$ cat src/rtl/core/gcpa_pkg.sv
// Shared types and constants for the GBM call payoff accumulator.
// Holds the exp fraction table generator used by gcpa_rom at elaboration.
// No dependencies.
package gcpa_pkg;

  localparam int unsigned SampleW  = 16;
  localparam int unsigned PriceW   = 32;
  localparam int unsigned DiffW    = 31;
  localparam int unsigned SumW     = 64;
  localparam int unsigned CountW   = 40;
  localparam int unsigned XW       = 36;
  localparam int unsigned YW       = 24;
  localparam int unsigned MulW     = 33;
  localparam int unsigned ProdW    = 2 * MulW;
  localparam int unsigned CfgIdxW  = 2;
  localparam int unsigned CfgDataW = 32;
  localparam int unsigned OutDataW = 112;

  localparam logic [30:0]         Log2eQ30 = 31'd1549082005;
  localparam logic [63:0]         Ln2Q32   = 64'd2977044472;
  localparam logic signed [XW-1:0] XLimit  = 36'sd4194304;

  localparam logic [PriceW-1:0] SpotReset   = 32'd6553600;
  localparam logic [PriceW-1:0] StrikeReset = 32'd6553600;
  localparam logic [PriceW-1:0] DriftReset  = 32'd1966;
  localparam logic [DiffW-1:0]  DiffReset   = 31'd13107;

  typedef enum logic [CfgIdxW-1:0] {
    CFG_SPOT   = 2'd0,
    CFG_STRIKE = 2'd1,
    CFG_DRIFT  = 2'd2,
    CFG_DIFF   = 2'd3
  } cfg_idx_e;

  // exponent range status of the current transaction
  typedef struct packed {
    logic hi;
    logic lo;
  } gcpa_range_t;

  // 2^(idx / 2^bits) in Q2.30, Taylor series of exp(idx/2^bits * ln2)
  function automatic logic [31:0] frac_entry(input int unsigned idx, input int unsigned bits);
    logic [63:0] u;
    logic [63:0] t;
    logic [63:0] term;
    logic [63:0] sum;
    logic [63:0] prod;
    u    = 64'(idx) << (32 - bits);
    t    = (u * Ln2Q32) >> 32;
    term = 64'd1 << 32;
    sum  = 64'd1 << 32;
    for (int k = 1; k <= 12; k++) begin
      prod = (term * t) >> 32;
      case (k)
        2:       term = prod / 64'd2;
        3:       term = prod / 64'd3;
        4:       term = prod / 64'd4;
        5:       term = prod / 64'd5;
        6:       term = prod / 64'd6;
        7:       term = prod / 64'd7;
        8:       term = prod / 64'd8;
        9:       term = prod / 64'd9;
        10:      term = prod / 64'd10;
        11:      term = prod / 64'd11;
        12:      term = prod / 64'd12;
        default: term = prod;
      endcase
      sum = sum + term;
    end
    return 32'((sum + 64'd2) >> 2);
  endfunction

endpackage

$ cat src/rtl/core/gcpa_mul.sv
// Shared signed 33x33 multiplier used by every product of the pricing sequence.
// Depends on gcpa_pkg.
module gcpa_mul (
  input  logic signed [gcpa_pkg::MulW-1:0]  a_i,
  input  logic signed [gcpa_pkg::MulW-1:0]  b_i,
  output logic signed [gcpa_pkg::ProdW-1:0] p_o
);
  import gcpa_pkg::*;

  assign p_o = ProdW'(a_i) * ProdW'(b_i);

endmodule

$ cat config.mk
export PLATFORM = sky130hd
export DESIGN_NAME = gcpa_mul
export DESIGN_NICKNAME = d
export VERILOG_FILES = /design/src/rtl/core/gcpa_pkg.sv /design/src/rtl/core/gcpa_mul.sv
export SDC_FILE = /design/constraint.sdc
export NUM_CORES = 2
export LEC_CHECK = 0
export BUFFER_PORTS_ARGS = -buffer_cell sky130_fd_sc_hd__buf_4
export CAP_MARGIN = 20
export CELL_PAD_IN_SITES_DETAIL_PLACEMENT = 1
export CELL_PAD_IN_SITES_GLOBAL_PLACEMENT = 2
export CORE_MARGIN = 2
export CORE_UTILIZATION = 43
export DETAILED_ROUTE_END_ITERATION = 10
export PLACE_DENSITY_LB_ADDON = 0.1
export SYNTH_ARGS = -nofsm -noshare
export SYNTH_HDL_FRONTEND = slang
export SYNTH_SLANG_ARGS = --single-unit
$ cat constraint.sdc
create_clock -name vclk -period 16.4
set_input_delay 4.1 -clock vclk [all_inputs]
set_output_delay 4.1 -clock vclk [all_outputs]
set_load 0.02 [all_outputs]
# Word level (Yosys, flattened, before mapping)
# Cells that the tools add are included.
# totals
ff_bits	0
latchBits	0
ramBits	0
mem_bits_ro	0
output_inout_bits	66
word_cells	1
n_memories	0
# op_classes
addsub	0
multipliers	1
n_div	0
magnitude_cmp	0
n_eq_ne	0
n_shift	0
n_mux	0
n_bitwise	0
n_reduce_logical	0
# ops
operator	n
multiplier 33 x 33 -> 66 bit	1

# Logic depth before layout (Yosys ltp)
# logic_depth
ltp_word	1
mapped_depth	29
mapped_depth_nobuf	28

# Least setup slack after synthesis
# No wires, ideal clock.
# synth_timing
path_kind	input port to output port
startpoint	input port b_i[0] (netlist bit)
endpoint	output port p_o[65] (netlist bit)
arrival_ns	11.390
required_time_ns	12.300
setup_slack_ns	0.910
path_stages	28
n_path_buf	2
path_cell_list	clkbuf_1 > and2_1 > fa_1 > inv_1 > fa_1 > inv_1 > fa_1 > inv_1 > fa_1 > inv_1 > fa_1 > fa_1 > fa_1 > inv_1 > fa_1 > inv_1 > ha_1 > clkbuf_1 > nand2_1 > or3_1 > or4_1 > o22ai_1 > o21ai_1 > a21oi_1 > a31oi_1 > o21ai_0 > a21oi_1 > xnor2_1
# synth_between
elab_chain_cells	1
# synth_rtl
item	line	source
from (decl)	gcpa_mul.sv:5	input logic signed [gcpa_pkg::MulW-1:0] b_i,
multiplier 33 x 33 -> 66 bit	gcpa_mul.sv:10	assign p_o = ProdW'(a_i) * ProdW'(b_i);
to (decl)	gcpa_mul.sv:6	output logic signed [gcpa_pkg::ProdW-1:0] p_o
# Every way passes these cells.

# Final worst setup path
# layout_timing
startpoint	input port a_i[5] (netlist bit)
endpoint	output port p_o[63] (netlist bit)
# layout_between
elab_chain_cells	1
# layout_rtl
item	line	source
from (decl)	gcpa_mul.sv:4	input logic signed [gcpa_pkg::MulW-1:0] a_i,
multiplier 33 x 33 -> 66 bit	gcpa_mul.sv:10	
# Every way passes these cells.

==> results.sh <==
export IMPL_run_status="finished clean"
export IMPL_finalSetupViolations=0
export IMPL_slowest_stage="fa_2"
export IMPL_avgSynthCellArea_sq_um=9.20
export IMPL_synth_seq_area_share=0
export IMPL_synthTopCellsByCount="fa_1, inv_1, and2_1"
export IMPL_fillers=10400
export IMPL_syn2layout_area_growth_pct=10.6
export IMPL_cp_max_fo=19
export IMPL_synth_cell_area_sq_um=38900
export IMPL_period_needed_ns=16.20
export IMPL_regArea_sq_um=0
export IMPL_post_route_drc_count=0
export IMPL_coreArea_sq_um=89900
export IMPL_drv_cap=0
export IMPL_layout_nets=5850
export IMPL_overflow=0
export IMPL_yosysMostFrequentCell="fa_1"
export IMPL_drv_slew=0
export IMPL_synth_area_top_cells="fa_1, inv_1, and2_1"
export IMPL_worstSetupStartpoint="a_i[5]"
export IMPL_synth_cell_types=53
export IMPL_io_pin_count=132
export IMPL_yosysWarnings=0
export IMPL_hpwl_um=113000
export IMPL_yosysTopAreaCellShare=0.589
export IMPL_rsz0062_at_grt="yes"
export IMPL_flops_and_latches=0
export IMPL_rows=110
export IMPL_synth_cells=4232
export IMPL_critPathKind="primary input to output pin"
export IMPL_finalCritPeriodShare=0.988
export IMPL_cts_hold_buffers=0
export IMPL_dieArea_sq_um=93000
export IMPL_startpoint_type="primary input"
export IMPL_drive_above_1_share=0.0998
export IMPL_drt_iter0_markers=937
export IMPL_yosys_area_top_type="fa_1"
export IMPL_wl_um=126000
export IMPL_arrival_ns=12.10
export IMPL_avgRoutedWirePerCell_um=22.4
export IMPL_min_from="b_i[0]"
export IMPL_relSlewSlack=0.657
export IMPL_worstPathRequired_ns=12.30
export IMPL_final_cells=5597
export IMPL_timing_final_hold_violations=0
export IMPL_grt_pass1_wl_um=199000
export IMPL_grt_max_degree=34
export IMPL_avgViaCountPerCell=5.05
export IMPL_fmax_mhz=61.7
export IMPL_first_pass_iters=5
export IMPL_worst_pin_slew_ns=0.511
export IMPL_track_usage=0.283
export IMPL_n_clock_buffer=0
export IMPL_cp_end_kind="output pin"
export IMPL_port_buffer_count=132
export IMPL_grt_pass1_vias=33700
export IMPL_synth_nets=5660
export IMPL_die_h_um=305
export IMPL_num_vias=28200
export IMPL_antenna_found_initial=7
export IMPL_min_path_type="primary input to output pin"
export IMPL_dp_cells=5591
export IMPL_drtAntennaViolNets=0
export IMPL_cpPeakStageDelay_ns=0.60
export IMPL_place_congestion=0.874
export IMPL_start_util=0.433
export IMPL_die_w_um=305
==> per-layer routing <==
| metal | track usage | share of wire | vias up |
|---|---|---|---|
| li1 | - | - | 12300 |
| met1 | 0.322 | 0.37 | 15300 |
| met2 | 0.554 | 0.57 | 423 |
| met3 | 0.00869 | 0.018 | 193 |
| met4 | 0.116 | 0.052 | 4 |
| met5 | 0 | 0.00018 | - |
==> per-stage QoR <==
step / utilization / TNS [ns] / setup WS [ns] / hold slack, ns / instance area, sq um
floorplan: - / 0 / 0.910 / 8.40 / 38900
global placement: 0.476 / -0.607 / -0.395 / 9.09 / 42800
detailed placement: 0.476 / -0.698 / -0.380 / 9.08 / 42800
CTS: 0.476 / 0 / 0.00663 / 9.09 / 42800
global route: 0.479 / -0.0105 / -0.0105 / 9.06 / 43100
finish: 0.479 / 0 / 0.203 / 9.03 / 43100
==> cell families after synthesis <==
group,share of synthesized area
AOI/OAI and AO/OA,0.0347
xor gates and xnor gates,0.0171
adders and majority gates,0.658
buffers and inverters,0.130
muxes,0.000257
and+or+nand+nor,0.160
==> placed cells by master (no fill, tap or decap), drive strengths merged, types with 14 or more instances in the layout <==
| master | count |
|---|---|
| a21o | 36 |
| xnor2 | 52 |
| nand2b | 14 |
| buf | 405 |
| xor2 | 24 |
| a21oi | 59 |
| nor2 | 66 |
| o21ai | 35 |
| ha | 217 |
| inv | 1130 |
| nand2 | 544 |
| o21bai | 16 |
| and2 | 558 |
| fa | 1145 |
==> critical path, delay by kind of cell <==
family | cells | cell delay [ns]
AOI/OAI and AO/OA | 6 | 1.29
xor gates and xnor gates | 1 | 0.14
adders and majority gates | 9 | 4.14
buffers and inverters | 12 | 1.71
and+or+nand+nor | 4 | 0.70
==> final timing paths <==
kind,depth (start not counted),slack (ns),endpoint
hold / removal,5,9.03,p_o[0]
setup / recovery,32,0.20,p_o[63]
==> cell type report <==
class	instances	area [sq um]	area share
Inverter	1130	4240	0.0985
Timing Repair Buffer	405	3310	0.0768
Antenna cell	1	2.50	0.0000581
Tap cell	1176	1470	0.0342
Multi-Input combinational cell	2885	34000	0.790
==> what timing repair did <==
action	4_1_cts	5_1_grt
gates resized for setup	5	61
setup endpoints to repair	6	11
setup buffers	0	5
pin swaps	1	10
gates cloned	0	0
Power is left out: the tool's default activity adds up to more than one toggle a clock period on the data nets, which glitch-free logic cannot reach.
